===== config.mk =====
export PLATFORM = sky130hd
export DESIGN_NAME = ttbm_queue
export DESIGN_NICKNAME = d
export VERILOG_FILES = /design/src/rtl/ttbm_pkg.sv /design/src/rtl/ttbm_queue.sv
export SDC_FILE = /design/constraint.sdc
export NUM_CORES = 1
export LEC_CHECK = 0
export ABC_CLOCK_PERIOD_IN_PS = 3600
export BUFFER_PORTS_ARGS = -buffer_cell sky130_fd_sc_hd__buf_2
export CORE_ASPECT_RATIO = 1.4
export CORE_UTILIZATION = 54
export CTS_BUF_LIST = sky130_fd_sc_hd__clkbuf_8
export DETAILED_ROUTE_END_ITERATION = 7
export HOLD_SLACK_MARGIN = 0.12
export PLACE_DENSITY_LB_ADDON = 0.2
export SETUP_SLACK_MARGIN = 0.15
export SLEW_MARGIN = 20
export SYNTH_ARGS = -nofsm -noshare
export SYNTH_HDL_FRONTEND = slang
export SYNTH_SLANG_ARGS = --single-unit

===== constraint.sdc =====
create_clock -name clock -period 3.6 [get_ports clock]
set_clock_uncertainty 0.2 [all_clocks]
set_input_delay 0 -clock clock [delete_from_list [all_inputs] [get_ports clock]]
set_output_delay 0 -clock clock [all_outputs]
set_load 0.05 [all_outputs]

===== src/rtl/ttbm_pkg.sv =====
// Shared constants and types for the type-tagged byte memory.
`default_nettype none
package ttbm_pkg;

   localparam int MEM_BYTES_DEFAULT = 1024;
   localparam int WORD_BYTES = 4;
   localparam int BANKS = WORD_BYTES;
   localparam int BANK_W = $clog2(BANKS);
   localparam int ADDR_W = 10;
   localparam int DATA_W = 32;
   localparam int BYTE_W = 8;
   localparam int TAG_W = 3;
   localparam int MODE_W = 3;
   localparam int STATUS_W = 2;
   localparam int LIMIT_W = 11;
   localparam int QUEUE_DEPTH = 2;

   localparam logic [LIMIT_W-1:0] LIMIT_RESET = 11'd1024;

   localparam logic [MODE_W-1:0] MODE_WRITE_BYTE = 3'd0;
   localparam logic [MODE_W-1:0] MODE_WRITE_UINT = 3'd1;
   localparam logic [MODE_W-1:0] MODE_WRITE_INT  = 3'd2;
   localparam logic [MODE_W-1:0] MODE_READ_BYTE  = 3'd3;
   localparam logic [MODE_W-1:0] MODE_READ_UINT  = 3'd4;
   localparam logic [MODE_W-1:0] MODE_READ_INT   = 3'd5;
   localparam logic [MODE_W-1:0] MODE_SET_TAG    = 3'd6;

   localparam logic [TAG_W-1:0] TAG_BYTE    = 3'd1;
   localparam logic [TAG_W-1:0] TAG_UINT    = 3'd2;
   localparam logic [TAG_W-1:0] TAG_INT     = 3'd3;
   localparam logic [TAG_W-1:0] TAG_IN_UINT = 3'd4;
   localparam logic [TAG_W-1:0] TAG_IN_INT  = 3'd5;

   localparam logic [STATUS_W-1:0] STATUS_OK       = 2'd0;
   localparam logic [STATUS_W-1:0] STATUS_BAD_ADDR = 2'd1;
   localparam logic [STATUS_W-1:0] STATUS_BAD_TYPE = 2'd2;

   typedef struct packed {
      logic [MODE_W-1:0] mode;
      logic [ADDR_W-1:0] address;
      logic [DATA_W-1:0] write_data;
      logic [TAG_W-1:0]  tag_code;
      logic              addr_bad;
   } op_type;

endpackage
`default_nettype wire


===== src/rtl/ttbm_queue.sv =====
// Short queue of checked operations between the front end and the memory back end.
`default_nettype none
module ttbm_queue (
   input  wire logic             clock,
   input  wire logic             reset,
   input  wire logic             push,
   input  wire ttbm_pkg::op_type push_op,
   output logic                  full,
   input  wire logic             pop,
   output logic                  pop_valid,
   output ttbm_pkg::op_type      pop_op
);

   localparam int PTR_W = (ttbm_pkg::QUEUE_DEPTH > 1) ? $clog2(ttbm_pkg::QUEUE_DEPTH) : 1;
   localparam int CNT_W = $clog2(ttbm_pkg::QUEUE_DEPTH + 1);

   ttbm_pkg::op_type   entry_ff [ttbm_pkg::QUEUE_DEPTH];
   logic [PTR_W-1:0]   wr_ptr_ff;
   logic [PTR_W-1:0]   wr_ptr_in;
   logic [PTR_W-1:0]   rd_ptr_ff;
   logic [PTR_W-1:0]   rd_ptr_in;
   logic [CNT_W-1:0]   count_ff;
   logic [CNT_W-1:0]   count_in;

   assign full      = (count_ff == CNT_W'(ttbm_pkg::QUEUE_DEPTH));
   assign pop_valid = (count_ff != '0);
   assign pop_op    = entry_ff[rd_ptr_ff];

   always_comb begin
      wr_ptr_in = wr_ptr_ff;
      rd_ptr_in = rd_ptr_ff;
      if (push) begin
         wr_ptr_in = (wr_ptr_ff == PTR_W'(ttbm_pkg::QUEUE_DEPTH - 1)) ? '0 : wr_ptr_ff + 1'b1;
      end
      if (pop) begin
         rd_ptr_in = (rd_ptr_ff == PTR_W'(ttbm_pkg::QUEUE_DEPTH - 1)) ? '0 : rd_ptr_ff + 1'b1;
      end
      count_in = count_ff + CNT_W'(push) - CNT_W'(pop);
   end

   always_ff @(posedge clock) begin
      if (reset) begin
         wr_ptr_ff <= '0;
         rd_ptr_ff <= '0;
         count_ff  <= '0;
      end else begin
         wr_ptr_ff <= wr_ptr_in;
         rd_ptr_ff <= rd_ptr_in;
         count_ff  <= count_in;
      end
   end

   always_ff @(posedge clock) begin
      if (push) begin
         entry_ff[wr_ptr_ff] <= push_op;
      end
   end

endmodule
`default_nettype wire


==> reports/qor.txt <==
internal reg-to-reg setup slack = 1.55 ns
critical path required time = 3.40 ns
DRT Pass-1 Iters = 4
worst hold path endpoint = entry_ff[0][25]$_DFFE_PP_
syn_area_per_cell = 22.0 sq um
Synth Flop Type = edfxtp_1
vias in the first global route = 2284
first-pass GRT wire length = 10500 um
post-synth cell types = 15
layout cells sized above 1 = 50.3%
vias per inst = 4.86
Power Dens Cells = 520 mW/mm^2
commonest cells in the netlist = 98 x edfxtp_1, 39 x mux2_2, 10 x mux2_4, 5 x dfxtp_1, 4 x nor2_1
Post-synth EDFFs = 98
static leakage = 2.01 nW
maximum VDD drop = 0.331 mV
sw frac = 28.6%
Hold WS = 0.167 ns
max-slew violations = 0
Die Wd = 72.9 um
grt total ovfl = 0
Initial Utilization = 56.7%
status = finished, final reports clean
Worst Tran Pin Value = 0.794 ns
Fill cells = 425
RSZ-0062 raised after global routing = false
TritonCTS clock tree = done
dpl cells = 368
largest cells by area after synthesis = edfxtp_1 77%, mux2_2 12%, mux2_4 4.0%, dfxtp_1 2.6%, ha_1 0.66%
Syn-to-layout area delta = 35.8%
root buf cell = clkbuf_8
Critical Path Source Type = flip-flop
Post-CTS Resized = 0
Final Cell Area = 0.00516 sq mm
WL final = 7020 um
global router's overall resource usage = 20.1%
Reg-to-Reg End = count_ff[1]$_SDFF_PP0_
arrival time at the worst endpoint = 2.05 ns
CTS buffer count = 9
post-route insts no fill = 438
Mapped Cells = 173
Peak Freq = 0.445 GHz
htree depth = 3
max-cap violations = 0
dpl hpwl = 4020 um
sequential area share after synthesis = 80.1%
total number of vias = 2127
CP Capture Type = output port
I/O pins = 104
clock buffer depth = 2
R2R Path Start = count_ff[0]$_SDFF_PP0_
fin nets = 396
Post-CTS Setup Bufs = 0
Core ar. = 0.00670 sq mm
Starting DRT DRC Count = 43
DIE AREA = 0.00738 sq mm
Netlist Area Pre-Place = 0.00380 sq mm
# rows = 35
warnings from Yosys = 0
Async SR Flop Fraction = 0%
Worst-path clk slew = 0.09 ns
critical path class = reg -> out
reported net switching power = 0.766 mW
Synth Register Bits = 103
Synth area leader = edfxtp_1
Clock power frac = 25.6%
combinational power share = 21.2%
Syn Nets = 228
crit share post-route = 62.5%
setup_tns = 0 ns
dominant cell by count in the synthesized netlist = edfxtp_1
Post-route DRC = 0
final-report hold violation count = 0
ant diodes = 0
hold depth = 2
minimum clock period = 2.25 ns
min-delay src = push_op[25]
Reg2Reg Depth = 7
dpl cell area = 0.00443 sq mm
die height = 101 um
Final Setup Violations = 0
Hold Crit Class = in -> reg
WL/cell = 16.0 um
count of input and output buffers = 103
Int Pwr = 1.92 mW
Max transition margin = 46.9%
Routed Antenna Nets = 0
Worst Path Max Fanout = 23
Synth top area share = 77.4%
Seq pwr share = 53.2%
Clk Latency, worst-skew pair = 0.35 ns
largest net degree at the start of global routing = 28
initial antenna violation count = 0
CTS sink count = 103
final RePlAce weighted congestion = 0.703
-- per-stage QoR --
step	worst slack, ns	power (mW)	util (%)
global placement	1.65	1.96	66.1
finish	1.35	2.68	77.0
global route	1.25	2.76	77.0
CTS	1.32	2.68	77.0
detailed placement	1.61	1.97	66.1
floorplan	0.424	1.85	-
-- what timing repair did --
| action | in CTS | in global routing |
|---|---|---|
| hold buffers | 54 | 0 |
| hold endpoints to repair | 128 | 0 |
| setup endpoints to repair | 0 | 0 |
-- power by group through the flow --
stage | logic, mW | registers (mW) | clock network, mW
2_1_floorplan | 0.404 | 1.44 | 0
3_3_place_gp | 0.506 | 1.45 | 0
3_5_place_dp | 0.510 | 1.46 | 0
4_1_cts | 0.565 | 1.43 | 0.691
5_1_grt | 0.597 | 1.43 | 0.733
6_report | 0.567 | 1.43 | 0.687
-- registers in the layout, indices dropped and copies added (netlist names), named ones only --
register,cells
rd_ptr_ff,1
count_ff,2
wr_ptr_ff,1
entry_ff,98
-- per-layer routing --
| metal | share of wire (%) | GRT usage, % | vias to the layer above |
|---|---|---|---|
| met2 | 58 | 38.5 | 83 |
| li1 | - | - | 1017 |
| met3 | 5.1 | 3.88 | 14 |
| met5 | 0 | 0 | - |
| met4 | 2.2 | 11.0 | 0 |
| met1 | 35 | 19.8 | 1013 |
-- critical path, cell delays in order (launching register included) --
cell	delay, ns
dfxtp_2	0.73
buf_4	0.37
mux2_2	0.37
buf_2	0.21
-- layout make-up --
type / instances / area, sq um / share of cell area (%)
clock buffers: 9 / 124 / 2.40
clock inverters: 7 / 66.3 / 1.29
inverters: 2 / 7.51 / 0.145
multi-input cells: 63 / 709 / 13.7
flip-flops and latches: 103 / 3040 / 59.0
well taps: 92 / 115 / 2.23
repair buffers: 162 / 1090 / 21.2
-- how the worst max path moves through the flow --
stage | from | to | slack (ns) | cells after the start
final | flip-flop | pop_op[43] | 1.35 | 3
after global routing | flip-flop | pop_op[39] | 1.25 | 3
after CTS | flip-flop | pop_op[12] | 1.32 | 3
after detailed placement | wr_ptr_ff$_SDFFE_PP0P_ | entry_ff[1][24]$_DFFE_PP_ | 1.61 | 2
after global placement | wr_ptr_ff$_SDFFE_PP0P_ | entry_ff[1][24]$_DFFE_PP_ | 1.65 | 2
after floorplan | wr_ptr_ff$_SDFFE_PP0P_ | entry_ff[0][0]$_DFFE_PP_ | 0.42 | 1
-- cell usage in the layout (no fill, tap or decap) --
cell type      Yosys  final
xnor2_1            2      2
mux2_2            39     39
or2_2              1      1
bufinv_16          0      1
ha_1               2      2
xnor3_1            1      1
and2_2             0      1
nor2_1             4      4
clkbuf_8           0      9
mux2_4            10     10
clkinvlp_4         0      1
inv_1              2      4
dfxtp_1            5      4
nor2b_4            0      1
dlygate4sd3_1      0     54
clkinv_4           0      2
nor2b_1            3      2
dfxtp_2            0      1
clkinv_1           0      1
buf_2              0    103
buf_4              3      5
edfxtp_1          98     98
-- kinds of logic (layout without fill, tap and decap cells) --
logic type    count (synthesis)  in the layout  synth area share (%)
flops                       103            103                  80.1
simple gates                  9              9                  1.22
buf+inv                       7            180                  1.48
fa+ha+maj                     2              2                 0.658
xor+xnor                      3              3                  1.05
mux                          49             49                  15.5
Note: power is estimated with default switching activity, not from simulation.
