$ cat config.mk
export PLATFORM = sky130hd
export DESIGN_NAME = ttbm_front
export DESIGN_NICKNAME = d
export VERILOG_FILES = /design/src/rtl/ttbm_pkg.sv /design/src/rtl/ttbm_front.sv
export SDC_FILE = /design/constraint.sdc
export NUM_CORES = 1
export LEC_CHECK = 0
export ABC_CLOCK_PERIOD_IN_PS = 10000
export BUFFER_PORTS_ARGS = -buffer_cell sky130_fd_sc_hd__buf_2
export CAP_MARGIN = 20
export CORE_ASPECT_RATIO = 0.6
export CORE_MARGIN = 2
export CORE_UTILIZATION = 40
export DETAILED_ROUTE_END_ITERATION = 16
export GPL_TIMING_DRIVEN = 0
export HOLD_SLACK_MARGIN = 0.12
export PLACE_DENSITY = 0.86
export SETUP_SLACK_MARGIN = 0.2
export SYNTH_ARGS = -nofsm -noshare
export SYNTH_HDL_FRONTEND = slang
export SYNTH_SLANG_ARGS = --single-unit
$ cat constraint.sdc
create_clock -name clock -period 10 [get_ports clock]
set_clock_uncertainty 0.2 [all_clocks]
set_input_delay 2 -clock clock [delete_from_list [all_inputs] [get_ports clock]]
set_output_delay 2 -clock clock [all_outputs]
set_load 0.01 [all_outputs]
$ cat src/rtl/ttbm_pkg.sv
// Shared constants and types for the type-tagged byte memory.
`default_nettype none
package ttbm_pkg;

   localparam int MEM_BYTES_DEFAULT = 1024;
   localparam int WORD_BYTES = 4;
   localparam int BANKS = WORD_BYTES;
   localparam int BANK_W = $clog2(BANKS);
   localparam int ADDR_W = 10;
   localparam int DATA_W = 32;
   localparam int BYTE_W = 8;
   localparam int TAG_W = 3;
   localparam int MODE_W = 3;
   localparam int STATUS_W = 2;
   localparam int LIMIT_W = 11;
   localparam int QUEUE_DEPTH = 2;

   localparam logic [LIMIT_W-1:0] LIMIT_RESET = 11'd1024;

   localparam logic [MODE_W-1:0] MODE_WRITE_BYTE = 3'd0;
   localparam logic [MODE_W-1:0] MODE_WRITE_UINT = 3'd1;
   localparam logic [MODE_W-1:0] MODE_WRITE_INT  = 3'd2;
   localparam logic [MODE_W-1:0] MODE_READ_BYTE  = 3'd3;
   localparam logic [MODE_W-1:0] MODE_READ_UINT  = 3'd4;
   localparam logic [MODE_W-1:0] MODE_READ_INT   = 3'd5;
   localparam logic [MODE_W-1:0] MODE_SET_TAG    = 3'd6;

   localparam logic [TAG_W-1:0] TAG_BYTE    = 3'd1;
   localparam logic [TAG_W-1:0] TAG_UINT    = 3'd2;
   localparam logic [TAG_W-1:0] TAG_INT     = 3'd3;
   localparam logic [TAG_W-1:0] TAG_IN_UINT = 3'd4;
   localparam logic [TAG_W-1:0] TAG_IN_INT  = 3'd5;

   localparam logic [STATUS_W-1:0] STATUS_OK       = 2'd0;
   localparam logic [STATUS_W-1:0] STATUS_BAD_ADDR = 2'd1;
   localparam logic [STATUS_W-1:0] STATUS_BAD_TYPE = 2'd2;

   typedef struct packed {
      logic [MODE_W-1:0] mode;
      logic [ADDR_W-1:0] address;
      logic [DATA_W-1:0] write_data;
      logic [TAG_W-1:0]  tag_code;
      logic              addr_bad;
   } op_type;

endpackage
`default_nettype wire

$ cat src/rtl/ttbm_front.sv
// Front end: holds the size register, accepts words and checks their address span.
`default_nettype none
module ttbm_front #(
   parameter int MEM_BYTES = ttbm_pkg::MEM_BYTES_DEFAULT
) (
   input  wire logic                            clock,
   input  wire logic                            reset,
   input  wire logic                            req_valid,
   output logic                                 req_stall,
   input  wire logic [ttbm_pkg::MODE_W-1:0]     req_mode,
   input  wire logic [ttbm_pkg::ADDR_W-1:0]     req_address,
   input  wire logic [ttbm_pkg::DATA_W-1:0]     req_write_data,
   input  wire logic [ttbm_pkg::TAG_W-1:0]      req_tag_code,
   input  wire logic                            csr_valid,
   output logic                                 csr_ready,
   input  wire logic [ttbm_pkg::LIMIT_W-1:0]    csr_memory_bytes_in_use,
   input  wire logic                            clearing,
   input  wire logic                            queue_full,
   output logic                                 push,
   output ttbm_pkg::op_type                     push_op
);

   localparam int CMP_W = ($clog2(MEM_BYTES + 1) > 12) ? $clog2(MEM_BYTES + 1) : 12;

   logic [ttbm_pkg::LIMIT_W-1:0] limit_ff;
   logic [ttbm_pkg::LIMIT_W-1:0] limit_in;
   logic [CMP_W-1:0]             usable;
   logic [CMP_W-1:0]             span_end;
   logic                         is_word;

   assign csr_ready = 1'b1;
   assign limit_in  = (csr_valid && csr_ready) ? csr_memory_bytes_in_use : limit_ff;

   always_ff @(posedge clock) begin
      if (reset) begin
         limit_ff <= ttbm_pkg::LIMIT_RESET;
      end else begin
         limit_ff <= limit_in;
      end
   end

   always_comb begin
      is_word = (req_mode == ttbm_pkg::MODE_WRITE_UINT) || (req_mode == ttbm_pkg::MODE_WRITE_INT)
             || (req_mode == ttbm_pkg::MODE_READ_UINT) || (req_mode == ttbm_pkg::MODE_READ_INT);
      if (CMP_W'(limit_ff) > CMP_W'(MEM_BYTES)) begin
         usable = CMP_W'(MEM_BYTES);
      end else begin
         usable = CMP_W'(limit_ff);
      end
      span_end = CMP_W'(req_address) + (is_word ? CMP_W'(ttbm_pkg::WORD_BYTES) : CMP_W'(1));
   end

   assign req_stall = clearing || queue_full;
   assign push      = req_valid && !req_stall;

   always_comb begin
      push_op.mode       = req_mode;
      push_op.address    = req_address;
      push_op.write_data = req_write_data;
      push_op.tag_code   = req_tag_code;
      push_op.addr_bad   = (req_mode <= ttbm_pkg::MODE_SET_TAG) && (span_end > usable);
   end

endmodule
`default_nettype wire

==> impl_metrics.json <==
{
  "clkSlewWorstSetupHoldPaths_ns": 0.05,
  "multi_input_logic_area_um2": 628.1,
  "insertedDiodeCount": 0,
  "detailedRoute.firstPassIterationCount": 4,
  "total_power_uw": 157.4,
  "layout-drive-gt1-share_pct": 57.98,
  "post_synth.cell_area_avg_um2": 8.117,
  "start_kind": "input port",
  "final_period_utilization_pct": 67.25,
  "post_cts_resized": 0,
  "syn-instance-count": 154,
  "timing_max_transition_violations_final": 0,
  "dpl.hpwl_um": 2543,
  "clock-root-buffer": "sky130_fd_sc_hd__clkbuf_8",
  "top_regs": "limit_ff: 11 flops",
  "seqCellArea_um2": 220.2,
  "power-per-cell-area_nw_per_um2": 90.01,
  "finish.net_count": 318,
  "postRouteAntennaNets": 0,
  "worstSetupPathType": "in2out",
  "unrepaired_setup_endpoints_after_global_routing": "no",
  "drt-initial-drc-count": 27,
  "grt_antenna_before_repair": 0,
  "ys_seq_area_share_pct": 17.62,
  "max_freq_ghz": 0.1487,
  "cts.repair_timing.setup_buffer_count": 0,
  "outcome": "complete, no violations",
  "postSynthRegisterBits": 11,
  "core_box_area_um2": 2928,
  "setup_viol": 0,
  "post_synth_instance_area_um2": 1250,
  "synth_warnings": 0,
  "clock_sinks": 11,
  "timing.critical_path.to_type": "output pin",
  "r2r_slack_ns": 9.18,
  "fp.dieArea_um2": 3603,
  "routed-via-count": 1168,
  "grt.total_usage_pct": 15.14,
  "cts_hold_buf": 0,
  "worstHoldPathCells": 2,
  "first_global_vias": 965,
  "num-fill-cells": 284,
  "cp.arrival_ns": 4.52,
  "fin_setup_tns_ns": 0,
  "syn_to_final_growth_pct": 39.94,
  "synthFlopType": "sky130_fd_sc_hd__dfxtp_1",
  "yosys.cell_types.count": 29,
  "grt_first_pass_wirelength_um": 4222,
  "wl_um": 2797,
  "synth_top_area_share_pct": 30.03,
  "cell_type_contributing_the_most_total_cell_area_after_synthesis": "sky130_fd_sc_hd__buf_4",
  "initial_core_util_pct": 42.69,
  "synth.net_count": 233,
  "maximum_fanout_along_the_worst_path": 3,
  "final-hold-violation-count": 0,
  "hold_path_class": "reg2reg",
  "tritoncts": "yes",
  "worst-r2r-cell-count": 2,
  "cts_inserted_buffers": 3,
  "grt_max_degree": 11,
  "post-route-drc-count": 0,
  "number_of_h_tree_branching_levels": 1,
  "critical_path_required_time_ns": 7.80,
  "power_leakage_nw": 0.9958,
  "maximum_ir_drop_on_the_vdd_rail_mv": 0.06347,
  "worst_skew_pair.late_latency_ns": 0.24,
  "synth_edf_count": 0,
  "period_minus_slack_ns": 6.725,
  "registers.top_by_ff_count": "limit_ff",
  "placementRows": 15,
  "globalplace.congestion": 0.7768,
  "numPortBuffers": 80,
  "global_route.overflow_total": 0,
  "largest_register_ffs": 11,
  "maxCapViolCount": 0,
  "dieHeight_um": 47.30,
  "async_flop_share_pct": 0,
  "clock_tree.buffer_depth": 2,
  "die_width_um": 76.17,
  "avgViaCountPerCell": 4.171,
  "i_o_pin_count": 117,
  "routed_wire_length_per_instance_um": 9.989,
  "synth_area_leaders": "sky130_fd_sc_hd__buf_4, sky130_fd_sc_hd__dfxtp_1, sky130_fd_sc_hd__ha_1, sky130_fd_sc_hd__mux2i_1, sky130_fd_sc_hd__xnor2_1"
}
metrics by stage:
| stage | hold slack, ns | area, µm² | instances | utilization, % | worst slack (ns) |
|---|---|---|---|---|---|
| 2_1_floorplan | 0.2520 | 1250 | 154 | - | 3.631 |
| 3_5_place_dp | 0.2801 | 1703 | 276 | 58.16 | 3.303 |
| 3_3_place_gp | 0.2744 | 1703 | 276 | 58.16 | 3.315 |
| 5_1_grt | 0.3147 | 1749 | 280 | 59.74 | 3.104 |
| 4_1_cts | 0.2929 | 1749 | 280 | 59.74 | 3.285 |
| 6_report | 0.2871 | 1749 | 280 | 59.74 | 3.275 |
cell type report:
cell class                 count  share of cell area (%)
clock inverter                 1                  0.2861
timing repair buffer          80                   22.89
inverter                       5                   1.073
tap                           42                   3.004
buffer                        52                   21.89
multi-input combinational     86                   35.91
clock buffer                   3                   2.361
sequential                    11                   12.59
cells in the final DEF (no fill, tap or decap), types with 3 or more instances in the layout:
cell type / n
sky130_fd_sc_hd__buf_2: 80
sky130_fd_sc_hd__buf_4: 50
sky130_fd_sc_hd__clkbuf_8: 3
sky130_fd_sc_hd__dfxtp_1: 11
sky130_fd_sc_hd__ha_1: 14
sky130_fd_sc_hd__inv_1: 5
sky130_fd_sc_hd__mux2i_1: 10
sky130_fd_sc_hd__nand2_1: 12
sky130_fd_sc_hd__nand3_1: 3
sky130_fd_sc_hd__nand4_1: 3
sky130_fd_sc_hd__nor2_1: 13
sky130_fd_sc_hd__xnor2_1: 6
sky130_fd_sc_hd__xor2_1: 3
cell usage after synthesis (all sizes together) (3+ instances only):
cell type  count
nand3          3
xnor2          6
nand4          3
dfxtp         11
inv            5
nand2         12
nor2          14
mux2i         10
ha            14
buf           50
xor2           3
report_power, final:
group / switching [mW] / internal [mW] / leakage [nW]
sequential: 0.00129 / 0.0466 / 0.0909
combinational: 0.0293 / 0.0360 / 0.879
clock: 0.0168 / 0.0274 / 0.0255
cell families (layout without fill, tap and decap cells):
kind of cell / Yosys count / in the layout / share of synthesized area [%]
buf+inv: 57 / 141 / 32.13
simple gates: 39 / 39 / 14.31
fa+ha+maj: 14 / 14 / 14.01
compound gates: 13 / 13 / 7.307
flops: 11 / 11 / 17.62
mux: 10 / 10 / 8.008
xor+xnor: 9 / 9 / 6.307
other cells: 1 / 1 / 0.3000
path summary, 6_finish.rpt:
path | startpoint | endpoint
worst max-delay path | req_mode[0] | push_op[0]
worst min-delay path | limit_ff[0] | limit_ff[0]
worst max register to register | limit_ff[3] | limit_ff[3]
worst min register to register | limit_ff[0] | limit_ff[0]
worst max-delay path: stages:
cell and delay [ns]:
sky130_fd_sc_hd__buf_2 0.11, sky130_fd_sc_hd__nor2_1 0.12, sky130_fd_sc_hd__xnor2_1 0.17, sky130_fd_sc_hd__inv_1 0.07
sky130_fd_sc_hd__ha_1 0.20, sky130_fd_sc_hd__ha_1 0.20, sky130_fd_sc_hd__a21o_2 0.24, sky130_fd_sc_hd__and3b_1 0.20
sky130_fd_sc_hd__and3_1 0.19, sky130_fd_sc_hd__ha_1 0.30, sky130_fd_sc_hd__nand3_1 0.15, sky130_fd_sc_hd__nor3_1 0.08
sky130_fd_sc_hd__a31o_2 0.21, sky130_fd_sc_hd__a31oi_1 0.13, sky130_fd_sc_hd__buf_2 0.15
per-layer routing:
layer / share of wire (%) / GRT usage [%] / up-vias
li1: - / - / 630
met1: 44 / 20.43 / 505
met2: 49 / 24.64 / 33
met3: 6.4 / 5.192 / 0
met4: 0 / 2.182 / 0
met5: 0 / 0 / -
(Power assumes the default switching activity.)
